### src/sv/hps_pkg.sv
`default_nettype none

package hps_pkg;

  localparam int NUM_COEFS = 20;
  localparam int CIDX_W    = (NUM_COEFS > 1) ? $clog2(NUM_COEFS) : 1;
  localparam int K_W       = $clog2(NUM_COEFS + 1);

  localparam int QDEPTH = 4;
  localparam int QPTR_W = 2;

  localparam logic [31:0] QNAN    = 32'h7FC0_0000;
  localparam logic [31:0] FP_ONE  = 32'h3F80_0000;
  localparam logic [31:0] FP_INF  = 32'h7F80_0000;
  localparam logic [31:0] CNT_MAX = 32'hFFFF_FFFF;

  localparam int WIN_W  = 103;
  localparam int C_TOP  = 78;
  localparam int P_BASE = 28;

  typedef enum logic {
    FUNC_LOAD = 1'b0,
    FUNC_DATA = 1'b1
  } func_e;

  typedef struct packed {
    logic        func;
    logic [4:0]  coef_index;
    logic [31:0] coef_value;
    logic [31:0] sample;
    logic        last;
  } hps_in_t;

  typedef struct packed {
    logic [31:0] sum_bits;
    logic [31:0] sample_count;
  } hps_out_t;

  typedef struct packed {
    logic              is_data;
    logic [CIDX_W-1:0] idx;
    logic [31:0]       data;
    logic              last;
  } hps_entry_t;

  typedef struct packed {
    logic        valid;
    logic [31:0] a;
    logic [31:0] b;
    logic [31:0] c;
  } fma_req_t;

  typedef struct packed {
    logic        valid;
    logic [31:0] result;
  } fma_rsp_t;

  typedef enum logic [2:0] {
    ST_IDLE,
    ST_HORNER_ISSUE,
    ST_HORNER_WAIT,
    ST_SUM_ISSUE,
    ST_SUM_WAIT,
    ST_EMIT
  } back_state_e;

endpackage

`default_nettype wire

### src/sv/hps_front.sv
`default_nettype none

module hps_front import hps_pkg::*; (
  input  wire logic       clk_i,
  input  wire logic       rst_ni,
  input  wire logic       push_i,
  input  wire hps_in_t    item_i,
  output logic            full_o,
  output logic            q_push_o,
  output hps_entry_t      q_entry_o,
  input  wire logic       q_full_i
);

  logic accept;
  logic is_data;
  logic idx_ok;
  logic seen_q;

  assign accept  = push_i && !full_o;
  assign is_data = (item_i.func == FUNC_DATA);
  assign idx_ok  = ({27'd0, item_i.coef_index} < 32'(NUM_COEFS));

  // Loads to slots past the table are dropped here and never reach the queue.
  assign q_push_o          = accept && (is_data || idx_ok);
  assign q_entry_o.is_data = is_data;
  assign q_entry_o.idx     = CIDX_W'(item_i.coef_index);
  assign q_entry_o.data    = is_data ? item_i.sample : item_i.coef_value;
  assign q_entry_o.last    = is_data && item_i.last;
  assign full_o            = q_full_i || !seen_q;

  // The front stays closed after reset until the first clock edge sets seen_q.
  always_ff @(posedge clk_i or negedge rst_ni) begin
    if (!rst_ni) begin
      seen_q <= 1'b0;
    end else begin
      seen_q <= 1'b1;
    end
  end

endmodule

`default_nettype wire

### src/sv/hps_queue.sv
`default_nettype none

module hps_queue import hps_pkg::*; (
  input  wire logic       clk_i,
  input  wire logic       rst_ni,
  input  wire logic       push_i,
  input  wire hps_entry_t entry_i,
  output logic            full_o,
  input  wire logic       pop_i,
  output hps_entry_t      entry_o,
  output logic            empty_o
);

  hps_entry_t          mem_q [QDEPTH];
  logic [QPTR_W-1:0]   wr_q, wr_d;
  logic [QPTR_W-1:0]   rd_q, rd_d;
  logic [QPTR_W:0]     cnt_q, cnt_d;
  logic                do_push;
  logic                do_pop;

  assign full_o  = (cnt_q == (QPTR_W + 1)'(QDEPTH));
  assign empty_o = (cnt_q == '0);
  assign entry_o = mem_q[rd_q];
  assign do_push = push_i && !full_o;
  assign do_pop  = pop_i && !empty_o;

  always_comb begin
    wr_d  = do_push ? wr_q + 1'b1 : wr_q;
    rd_d  = do_pop ? rd_q + 1'b1 : rd_q;
    cnt_d = cnt_q + (QPTR_W + 1)'(do_push) - (QPTR_W + 1)'(do_pop);
  end

  always_ff @(posedge clk_i or negedge rst_ni) begin
    if (!rst_ni) begin
      wr_q  <= '0;
      rd_q  <= '0;
      cnt_q <= '0;
    end else begin
      wr_q  <= wr_d;
      rd_q  <= rd_d;
      cnt_q <= cnt_d;
    end
  end

  always_ff @(posedge clk_i) begin
    if (do_push) begin
      mem_q[wr_q] <= entry_i;
    end
  end

endmodule

`default_nettype wire

### src/sv/hps_fma.sv
`default_nettype none

module hps_fma import hps_pkg::*; (
  input  wire logic     clk_i,
  input  wire logic     rst_ni,
  input  wire fma_req_t req_i,
  output fma_rsp_t      rsp_o
);

  // Stage 1: unpack, special operands, significand product.
  logic [7:0]        ea, eb, ec;
  logic [23:0]       sa, sb, sc;
  logic [8:0]        ea_e, eb_e, ec_e;
  logic              a_nan, b_nan, c_nan, a_inf, b_inf, c_inf, a_zero, b_zero;
  logic              ps1, cs1;
  logic              spec1;
  logic [31:0]       spec_val1;

  logic              v1_q;
  logic [47:0]       prod_q;
  logic              ps1_q, cs1_q;
  logic [23:0]       sc_q;
  logic signed [11:0] lp_q, lc_q;
  logic              spec1_q;
  logic [31:0]       spec_val1_q;

  assign ea = req_i.a[30:23];
  assign eb = req_i.b[30:23];
  assign ec = req_i.c[30:23];
  assign sa = {(ea != 8'd0), req_i.a[22:0]};
  assign sb = {(eb != 8'd0), req_i.b[22:0]};
  assign sc = {(ec != 8'd0), req_i.c[22:0]};
  assign ea_e = (ea == 8'd0) ? 9'd1 : {1'b0, ea};
  assign eb_e = (eb == 8'd0) ? 9'd1 : {1'b0, eb};
  assign ec_e = (ec == 8'd0) ? 9'd1 : {1'b0, ec};

  assign a_nan  = (ea == 8'hFF) && (req_i.a[22:0] != '0);
  assign b_nan  = (eb == 8'hFF) && (req_i.b[22:0] != '0);
  assign c_nan  = (ec == 8'hFF) && (req_i.c[22:0] != '0);
  assign a_inf  = (ea == 8'hFF) && (req_i.a[22:0] == '0);
  assign b_inf  = (eb == 8'hFF) && (req_i.b[22:0] == '0);
  assign c_inf  = (ec == 8'hFF) && (req_i.c[22:0] == '0);
  assign a_zero = (req_i.a[30:0] == '0);
  assign b_zero = (req_i.b[30:0] == '0);
  assign ps1    = req_i.a[31] ^ req_i.b[31];
  assign cs1    = req_i.c[31];

  always_comb begin
    spec1     = 1'b1;
    spec_val1 = QNAN;
    if (a_nan || b_nan || c_nan || (a_inf && b_zero) || (b_inf && a_zero) ||
        ((a_inf || b_inf) && c_inf && (ps1 != cs1))) begin
      spec_val1 = QNAN;
    end else if (a_inf || b_inf) begin
      spec_val1 = {ps1, FP_INF[30:0]};
    end else if (c_inf) begin
      spec_val1 = {cs1, FP_INF[30:0]};
    end else begin
      spec1 = 1'b0;
    end
  end

  always_ff @(posedge clk_i) begin
    prod_q      <= 48'(sa) * 48'(sb);
    ps1_q       <= ps1;
    cs1_q       <= cs1;
    sc_q        <= sc;
    lp_q        <= $signed(12'(ea_e) + 12'(eb_e)) - 12'sd300;
    lc_q        <= $signed(12'(ec_e)) - 12'sd150;
    spec1_q     <= spec1;
    spec_val1_q <= spec_val1;
  end

  // Stage 2: align the addend against the product and add.
  logic signed [11:0] cpos;
  logic signed [11:0] nsh;
  logic               c_dom;
  logic [WIN_W-1:0]   pw, cw;
  logic signed [11:0] e0;
  logic               eff_sub;

  logic               v2_q;
  logic [WIN_W:0]     sum_q;
  logic               ps2_q, cs2_q, sub2_q;
  logic signed [11:0] e0_2_q;
  logic               spec2_q;
  logic [31:0]        spec_val2_q;

  assign cpos    = lc_q - lp_q + 12'sd28;
  assign nsh     = -cpos;
  assign c_dom   = (prod_q == '0) || (cpos > 12'(C_TOP));
  assign eff_sub = ps1_q != cs1_q;

  always_comb begin
    if (c_dom) begin
      pw = WIN_W'(prod_q != '0);
      cw = WIN_W'(sc_q) << C_TOP;
      e0 = lc_q - 12'(C_TOP);
    end else begin
      pw = WIN_W'(prod_q) << P_BASE;
      e0 = lp_q - 12'(P_BASE);
      if (cpos >= 12'sd0) begin
        cw = WIN_W'(sc_q) << cpos[6:0];
      end else if (nsh >= 12'sd24) begin
        cw = WIN_W'(sc_q != '0);
      end else begin
        cw = WIN_W'(sc_q >> nsh[4:0]) |
             WIN_W'((sc_q & ~(24'hFF_FFFF << nsh[4:0])) != '0);
      end
    end
  end

  always_ff @(posedge clk_i) begin
    sum_q       <= eff_sub ? ({1'b0, pw} - {1'b0, cw}) : ({1'b0, pw} + {1'b0, cw});
    ps2_q       <= ps1_q;
    cs2_q       <= cs1_q;
    sub2_q      <= eff_sub;
    e0_2_q      <= e0;
    spec2_q     <= spec1_q;
    spec_val2_q <= spec_val1_q;
  end

  // Stage 3: magnitude and sign.
  logic               v3_q;
  logic [WIN_W-1:0]   mag3_q;
  logic               sign3_q, zsign3_q;
  logic signed [11:0] e0_3_q;
  logic               spec3_q;
  logic [31:0]        spec_val3_q;
  logic [WIN_W:0]     neg_sum;

  assign neg_sum = -sum_q;

  always_ff @(posedge clk_i) begin
    mag3_q      <= sum_q[WIN_W] ? neg_sum[WIN_W-1:0] : sum_q[WIN_W-1:0];
    sign3_q     <= (sub2_q && sum_q[WIN_W]) ? cs2_q : ps2_q;
    zsign3_q    <= ps2_q && cs2_q;
    e0_3_q      <= e0_2_q;
    spec3_q     <= spec2_q;
    spec_val3_q <= spec_val2_q;
  end

  // Stage 4: leading one, result exponent and rounding position.
  logic [6:0]         msb;
  logic signed [11:0] e_msb;
  logic signed [11:0] lsb_pos;
  logic signed [11:0] shv;
  logic               normal;

  logic               v4_q;
  logic [WIN_W-1:0]   mag4_q;
  logic               sign4_q, zsign4_q, zero4_q;
  logic [6:0]         sh4_q;
  logic [9:0]         base4_q;
  logic               spec4_q;
  logic [31:0]        spec_val4_q;

  always_comb begin
    msb = '0;
    for (int i = 0; i < WIN_W; i++) begin
      if (mag3_q[i]) begin
        msb = 7'(i);
      end
    end
  end

  assign e_msb   = e0_3_q + $signed({5'd0, msb});
  assign normal  = e_msb >= -12'sd126;
  assign lsb_pos = normal ? ($signed({5'd0, msb}) - 12'sd23) : (-12'sd149 - e0_3_q);
  assign shv     = lsb_pos + 12'sd23;

  always_ff @(posedge clk_i) begin
    mag4_q      <= mag3_q;
    sign4_q     <= sign3_q;
    zsign4_q    <= zsign3_q;
    zero4_q     <= (mag3_q == '0);
    sh4_q       <= (shv > 12'sd127) ? 7'd127 : shv[6:0];
    base4_q     <= normal ? 10'(e_msb + 12'sd126) : 10'd0;
    spec4_q     <= spec3_q;
    spec_val4_q <= spec_val3_q;
  end

  // Stage 5: shift to the rounding position, round to nearest even, pack.
  logic [127:0] zw;
  logic [127:0] shifted;
  logic         sticky;
  logic         up;
  logic [24:0]  sig_r;
  logic [33:0]  mag34;
  logic [31:0]  res;
  logic [31:0]  res_q;
  logic         rsp_valid_q;

  assign zw      = {1'b0, mag4_q, 24'd0};
  assign shifted = zw >> sh4_q;
  assign sticky  = (zw & ~({128{1'b1}} << sh4_q)) != '0;
  assign up      = shifted[0] && (sticky || shifted[1]);
  assign sig_r   = {1'b0, shifted[24:1]} + 25'(up);
  assign mag34   = {1'b0, base4_q, 23'd0} + 34'(sig_r);

  always_comb begin
    if (spec4_q) begin
      res = spec_val4_q;
    end else if (zero4_q) begin
      res = {zsign4_q, 31'd0};
    end else if (mag34 >= 34'(FP_INF)) begin
      res = {sign4_q, FP_INF[30:0]};
    end else begin
      res = {sign4_q, mag34[30:0]};
    end
  end

  always_ff @(posedge clk_i) begin
    res_q <= res;
  end

  always_ff @(posedge clk_i or negedge rst_ni) begin
    if (!rst_ni) begin
      v1_q        <= 1'b0;
      v2_q        <= 1'b0;
      v3_q        <= 1'b0;
      v4_q        <= 1'b0;
      rsp_valid_q <= 1'b0;
    end else begin
      v1_q        <= req_i.valid;
      v2_q        <= v1_q;
      v3_q        <= v2_q;
      v4_q        <= v3_q;
      rsp_valid_q <= v4_q;
    end
  end

  assign rsp_o = '{valid: rsp_valid_q, result: res_q};

endmodule

`default_nettype wire

### src/sv/hps_back.sv
`default_nettype none

module hps_back import hps_pkg::*; (
  input  wire logic       clk_i,
  input  wire logic       rst_ni,
  input  wire hps_entry_t q_entry_i,
  input  wire logic       q_empty_i,
  output logic            q_pop_o,
  output fma_req_t        fma_req_o,
  input  wire fma_rsp_t   fma_rsp_i,
  output hps_out_t        res_o,
  output logic            empty_o,
  input  wire logic       pop_i
);

  back_state_e      state_q, state_d;
  logic [K_W-1:0]   k_q;
  logic [31:0]      p_q, v_q;
  logic             last_q;
  logic [31:0]      sum_q, cnt_q;
  logic [31:0]      coef_q [NUM_COEFS];
  hps_out_t         out_q;
  logic             out_valid_q, out_valid_d;
  logic             take;
  logic             emit_fire;
  logic             k_end;

  assign take      = (state_q == ST_IDLE) && !q_empty_i;
  assign k_end     = (k_q == K_W'(NUM_COEFS - 1));
  assign emit_fire = (state_q == ST_EMIT) && (!out_valid_q || pop_i);

  always_comb begin
    state_d = state_q;
    unique case (state_q)
      ST_IDLE: begin
        if (take && q_entry_i.is_data) begin
          state_d = (NUM_COEFS > 1) ? ST_HORNER_ISSUE : ST_SUM_ISSUE;
        end
      end
      ST_HORNER_ISSUE: state_d = ST_HORNER_WAIT;
      ST_HORNER_WAIT: begin
        if (fma_rsp_i.valid) begin
          state_d = k_end ? ST_SUM_ISSUE : ST_HORNER_ISSUE;
        end
      end
      ST_SUM_ISSUE: state_d = ST_SUM_WAIT;
      ST_SUM_WAIT: begin
        if (fma_rsp_i.valid) begin
          state_d = last_q ? ST_EMIT : ST_IDLE;
        end
      end
      ST_EMIT: begin
        if (emit_fire) begin
          state_d = ST_IDLE;
        end
      end
      default: state_d = ST_IDLE;
    endcase
  end

  always_comb begin
    q_pop_o         = take;
    fma_req_o.valid = (state_q == ST_HORNER_ISSUE) || (state_q == ST_SUM_ISSUE);
    fma_req_o.a     = p_q;
    if (state_q == ST_SUM_ISSUE) begin
      fma_req_o.b = FP_ONE;
      fma_req_o.c = sum_q;
    end else begin
      fma_req_o.b = v_q;
      fma_req_o.c = coef_q[k_q[CIDX_W-1:0]];
    end
  end

  assign out_valid_d = emit_fire ? 1'b1 : (pop_i ? 1'b0 : out_valid_q);
  assign res_o       = out_q;
  assign empty_o     = !out_valid_q;

  always_ff @(posedge clk_i or negedge rst_ni) begin
    if (!rst_ni) begin
      state_q     <= ST_IDLE;
      k_q         <= '0;
      sum_q       <= '0;
      cnt_q       <= '0;
      out_valid_q <= 1'b0;
    end else begin
      state_q     <= state_d;
      out_valid_q <= out_valid_d;
      if (take && q_entry_i.is_data) begin
        k_q <= K_W'(1);
      end else if ((state_q == ST_HORNER_WAIT) && fma_rsp_i.valid) begin
        k_q <= k_q + 1'b1;
      end
      if ((state_q == ST_SUM_WAIT) && fma_rsp_i.valid) begin
        sum_q <= fma_rsp_i.result;
        if (cnt_q != CNT_MAX) begin
          cnt_q <= cnt_q + 32'd1;
        end
      end else if (emit_fire) begin
        sum_q <= '0;
        cnt_q <= '0;
      end
    end
  end

  always_ff @(posedge clk_i) begin
    if (take && !q_entry_i.is_data) begin
      coef_q[q_entry_i.idx] <= q_entry_i.data;
    end
    if (take && q_entry_i.is_data) begin
      v_q    <= q_entry_i.data;
      last_q <= q_entry_i.last;
      p_q    <= coef_q[0];
    end else if ((state_q == ST_HORNER_WAIT) && fma_rsp_i.valid) begin
      p_q <= fma_rsp_i.result;
    end
    if (emit_fire) begin
      out_q.sum_bits     <= sum_q;
      out_q.sample_count <= cnt_q;
    end
  end

endmodule

`default_nettype wire

### src/sv/horner_poly_sum.sv
`default_nettype none

// Channel   Direction  Handshake             Payload
// input     in         push / full           item_i   (hps_in_t)
// result    out        empty / pop           result_o (hps_out_t)
//
// A load item passes through the queue and reaches the table when the back end takes it.
// A data item holds the back end while the five-stage fused multiply-add unit serves
// each Horner step and then the final sum in turn, and a data item that carries last
// also passes through the emit state before the back end takes the next item.
// Reset clears the queue, the run sum, the count and the result valid flag.
// A four-entry queue lets the input side keep accepting while the back end
// works or waits for a result to be popped.
module horner_poly_sum import hps_pkg::*; (
  input  wire logic    clk_i,
  input  wire logic    rst_ni,
  input  wire logic    push,
  input  wire hps_in_t item_i,
  output logic         full,
  output logic         empty,
  input  wire logic    pop,
  output hps_out_t     result_o
);

  logic       q_push;
  hps_entry_t q_in;
  logic       q_full;
  logic       q_pop;
  hps_entry_t q_out;
  logic       q_empty;
  fma_req_t   fma_req;
  fma_rsp_t   fma_rsp;

  hps_front u_front (
    .clk_i     (clk_i),
    .rst_ni    (rst_ni),
    .push_i    (push),
    .item_i    (item_i),
    .full_o    (full),
    .q_push_o  (q_push),
    .q_entry_o (q_in),
    .q_full_i  (q_full)
  );

  hps_queue u_queue (
    .clk_i   (clk_i),
    .rst_ni  (rst_ni),
    .push_i  (q_push),
    .entry_i (q_in),
    .full_o  (q_full),
    .pop_i   (q_pop),
    .entry_o (q_out),
    .empty_o (q_empty)
  );

  hps_fma u_fma (
    .clk_i  (clk_i),
    .rst_ni (rst_ni),
    .req_i  (fma_req),
    .rsp_o  (fma_rsp)
  );

  hps_back u_back (
    .clk_i     (clk_i),
    .rst_ni    (rst_ni),
    .q_entry_i (q_out),
    .q_empty_i (q_empty),
    .q_pop_o   (q_pop),
    .fma_req_o (fma_req),
    .fma_rsp_i (fma_rsp),
    .res_o     (result_o),
    .empty_o   (empty),
    .pop_i     (pop)
  );

endmodule

`default_nettype wire
### config.mk
export PLATFORM = sky130hd
export DESIGN_NAME = horner_poly_sum
export DESIGN_NICKNAME = d
export VERILOG_FILES = /design/src/sv/hps_pkg.sv /design/src/sv/hps_front.sv /design/src/sv/hps_queue.sv /design/src/sv/hps_fma.sv /design/src/sv/hps_back.sv /design/src/sv/horner_poly_sum.sv
export SDC_FILE = /design/constraint.sdc
export NUM_CORES = 2
export LEC_CHECK = 0
export CELL_PAD_IN_SITES_DETAIL_PLACEMENT = 1
export CELL_PAD_IN_SITES_GLOBAL_PLACEMENT = 1
export CORE_UTILIZATION = 25
export DETAILED_ROUTE_END_ITERATION = 6
export DONT_BUFFER_PORTS = 1
export PLACE_DENSITY = 0.5
export SYNTH_ARGS = -nofsm -noshare
export SYNTH_HDL_FRONTEND = slang
export SYNTH_SLANG_ARGS = --single-unit
export TNS_END_PERCENT = 20
### constraint.sdc
create_clock -name clk_i -period 10.8 [get_ports clk_i]
set_input_delay 1.62 -clock clk_i [delete_from_list [all_inputs] [get_ports clk_i]]
set_output_delay 1.62 -clock clk_i [all_outputs]
set_load 0.01 [all_outputs]
==> flow_metrics.tcl <==
set metrics [dict create \
    io_buffers 0 \
    min_to "u_fma.e0_3_q[2]" \
    powerDensity_mw_per_mm2 112 \
    muxShareOfSynthArea 0.120 \
    wl_per_cell_microns 27.4 \
    r2r_slack_ns 0.47 \
    grt_max_degree 87 \
    ys_seq_area_frac 0.423 \
    syn_inst 8568 \
    die_area_sq_mm 0.379 \
    switchingPower_mw 2.42 \
    r2r-start "u_fma.lp_q[1]" \
    area_delta_synth_final_pct 12.4 \
    grt.total_usage 0.191 \
    gp_congestion 0.938 \
    cp-end-kind "flop" \
    via_per_inst 5.08 \
    grt_pass1_wl_microns 532000 \
    cts_hold_buf 0 \
    status "complete, no violations" \
    cts_buffers 168 \
    root_buffer "clkbuf_16" \
    routed_wl_microns 373000 \
    vias 69100 \
    synth_cell_types 128 \
    synthArstFlopShare 0.0570 \
    p_int_mw 9.40 \
    synth_area_sq_mm 0.0943 \
    num_io_pins 141 \
    required_ns 11.53 \
    gr-total-overflow 0 \
    slew_violations 0 \
    hold_class "reg -> reg" \
    drtIter0Drc 5830 \
    total_leakage_power_nw 39.8 \
    synth_warnings 0 \
    antenna_left 0 \
    clk_pin_slew_ns 0.06 \
    start_kind "flop" \
    synth_compound_area_frac 0.0924 \
    p_sw_frac 0.205 \
    grt_antenna_before_repair 19 \
    nets 9308 \
    place_area_sq_mm 0.100 \
    synth_ff_type "edfxtp_1" \
    setup_violations 0 \
    initial_core_util 0.251 \
    clock.fmax_mhz 96.8 \
    worstSkewPairLatency_ns 0.87 \
    skew_ns 0.0945 \
    cts-resized-gates 0 \
    rr_endpoint "u_fma.sum_q[75]" \
    crit_arrival_ns 11.06 \
    crit_slowest_cell "or4b_2" \
    first_pass_iters 6 \
    seqPwrFrac 0.513 \
    max_stage_delay_ns 0.65 \
    cts_tree "done" \
    fin_crit_ns 10.33 \
    synth_top_family_by_area "adder cells" \
    synthesis.nets 9415 \
    cts_max_path_buffers 4 \
    crit_path_max_fanout 6 \
    holdCritStartpoint "u_fma.e0_2_q[2]" \
    period_share 0.957 \
    placeableCoreArea_sq_mm 0.376 \
    post_cts_buffers 0 \
    cts_max_level 4 \
    critPathKind "reg -> reg" \
    rsz0062_at_grt "false" \
    clockPowerShare 0.485 \
    drc 0 \
    ir_drop_uv 114 \
    num_rows 225 \
    grt_pass1_vias 72100 \
    drv_cap 0 \
    combPwrFrac 0.002 \
    yosys_register_bits 1510 \
    synth_area_per_cell_sq_um 11.0 \
    synth_xor_area_frac 0.0410 \
    setup-tns-final_ns 0 \
    cts_sinks 1510 \
    ff2ff_path_depth 41 \
    synth_edf_count 925 \
    die_width_microns 616 \
    die_h_microns 616 \
    dp_hpwl_microns 280000 \
    finalHoldViolations 0 \
    worstMarginPinSlew_ns 1.33 \
    fin_area_sq_mm 0.106 \
    drive_above_1_share 0.127 \
    slew_headroom 0.0926 \
    whs_path_depth 0 \
    yosys.area_share.simple 0.135 \
    synthAdderAreaFrac 0.141 \
]
-- stage by stage --
stage	hold WS, ns	power, mW	setup WS, ns	std cells	utilization
CTS	0.329	12.0	0.440	13600	0.282
global route	0.338	12.2	0.0273	13600	0.282
global placement	0.314	6.21	0.579	13300	0.267
finish	0.329	11.8	0.468	13600	0.282
floorplan	0.310	6.20	0.933	8568	-
detailed placement	0.315	6.21	0.480	13300	0.267
-- per-layer routing --
layer  global-route usage  vias up  wire length, microns
met2                0.318     2011                176000
met1                0.259    36400                164000
li1                     -    30300                     -
met4               0.0618        2                 13700
met3               0.0225      476                 18700
met5                    0        -                    13
-- cell families (layout without fill, tap and decap cells) --
logic type | after synthesis | after routing
multiplexers | 634 | 634
AO/OA/AOI/OAI | 1359 | 1359
AND/OR/NAND/NOR | 2709 | 2709
adder cells (fa/ha/maj) | 775 | 775
other | 1 | 26
buffers and inverters | 1143 | 1163
XOR/XNOR | 437 | 437
flip-flops | 1510 | 1510
-- critical path, delay by kind of cell (launching register included) --
kind                       cells  cell delay (ns)
AOI/OAI and AO/OA             18             4.39
and+or+nand+nor               14             3.54
adders and majority gates      5             1.66
DFF                            1             0.33
buffers and inverters          3             0.21
xor gates and xnor gates       1             0.13
-- layout by cell type, fill, tap and decap left out, types with 68 or more instances in the layout --
| cell | count |
|---|---|
| nor4_1 | 87 |
| nand2_1 | 1177 |
| and2_1 | 109 |
| dfxtp_1 | 491 |
| xnor2_1 | 320 |
| nor3_1 | 101 |
| a21oi_1 | 340 |
| o31ai_1 | 68 |
| clkbuf_16 | 173 |
| and3_1 | 239 |
| buf_4 | 216 |
| mux4_2 | 386 |
| nor2_1 | 494 |
| ha_1 | 282 |
| xor2_1 | 110 |
| inv_1 | 642 |
| mux2_2 | 76 |
| dfrtp_1 | 79 |
| o21ai_0 | 360 |
| mux2i_1 | 170 |
| nand3_1 | 113 |
| fa_1 | 486 |
| edfxtp_1 | 925 |
-- synthesized netlist by cell type (all sizes together) (49+ instances only) --
| cell type | instances | area, sq um |
|---|---|---|
| nand2 | 1181 | 4440 |
| edfxtp | 925 | 27800 |
| inv | 649 | 2440 |
| nor2 | 517 | 1950 |
| dfxtp | 499 | 9990 |
| fa | 486 | 9730 |
| clkbuf | 396 | 1490 |
| mux4 | 386 | 8690 |
| o21ai | 380 | 1910 |
| a21oi | 344 | 1730 |
| xnor2 | 326 | 2890 |
| ha | 286 | 3580 |
| and3 | 240 | 1500 |
| mux2i | 170 | 1700 |
| and2 | 119 | 744 |
| nand3 | 115 | 586 |
| xor2 | 111 | 972 |
| nor3 | 106 | 562 |
| buf | 98 | 500 |
| nor4 | 89 | 578 |
| dfrtp | 86 | 2150 |
| mux2 | 78 | 882 |
| o31ai | 71 | 566 |
| a31oi | 59 | 375 |
| nand4 | 57 | 372 |
| a211oi | 52 | 403 |
| a21o | 51 | 392 |
| nand2b | 51 | 319 |
| or3 | 51 | 324 |
| o22ai | 49 | 313 |
-- worst max path at each step --
stage / from / endpoint / cells past startpoint
after floorplan: u_fma.lp_q[1] / u_fma.sum_q[75] / 47
after global placement: u_fma.lp_q[1] / u_fma.sum_q[90] / 37
after detailed placement: u_fma.lp_q[1] / u_fma.sum_q[90] / 37
after CTS: u_fma.lp_q[1] / u_fma.sum_q[75] / 42
after global routing: u_fma.lp_q[1] / u_fma.sum_q[75] / 41
final: u_fma.lp_q[1] / u_fma.sum_q[75] / 41
-- power by group through the flow --
stage / logic (mW) / clock network (mW) / registers, mW
finish: 0.0214 / 5.74 / 6.06
global route: 0.0234 / 6.09 / 6.06
CTS: 0.0220 / 5.89 / 6.06
global placement: 0.0202 / 0 / 6.19
floorplan: 0.0167 / 0 / 6.19
detailed placement: 0.0217 / 0 / 6.19
-- area by class of cell --
type                            count  area, sq um
Antenna cell                       25         62.6
Fill cell                       41900       270000
Clock inverter                     80          762
Inverter                          649         2440
Multi-Input combinational cell   5915        50200
Sequential cell                  1510        40000
Timing Repair Buffer              217         1630
Clock buffer                      217         4620
Tap cell                         4994         6250
-- registers in the layout (all words and copies together) (netlist names), 3 cells and up --
| signal | count |
|---|---|
| u_back.sum_q | 32 |
| u_fma.mag4_q | 103 |
| u_queue.mem_q | 156 |
| u_fma.sh4_q | 7 |
| u_fma.lp_q | 12 |
| u_back.res_o | 64 |
| u_fma.e0_2_q | 12 |
| u_fma.base4_q | 10 |
| u_queue.cnt_q | 3 |
| u_fma.lc_q | 10 |
| u_back.coef_q | 640 |
| u_back.k_q | 5 |
| u_fma.prod_q | 48 |
| u_fma.sum_q | 104 |
| u_fma.mag3_q | 103 |
| u_back.v_q | 32 |
| u_fma.res_q | 32 |
| u_back.cnt_q | 32 |
| u_back.p_q | 32 |
| u_back.state_q | 3 |
| u_fma.sc_q | 24 |
| u_fma.e0_3_q | 12 |
Power figures use the tool's default switching activity.
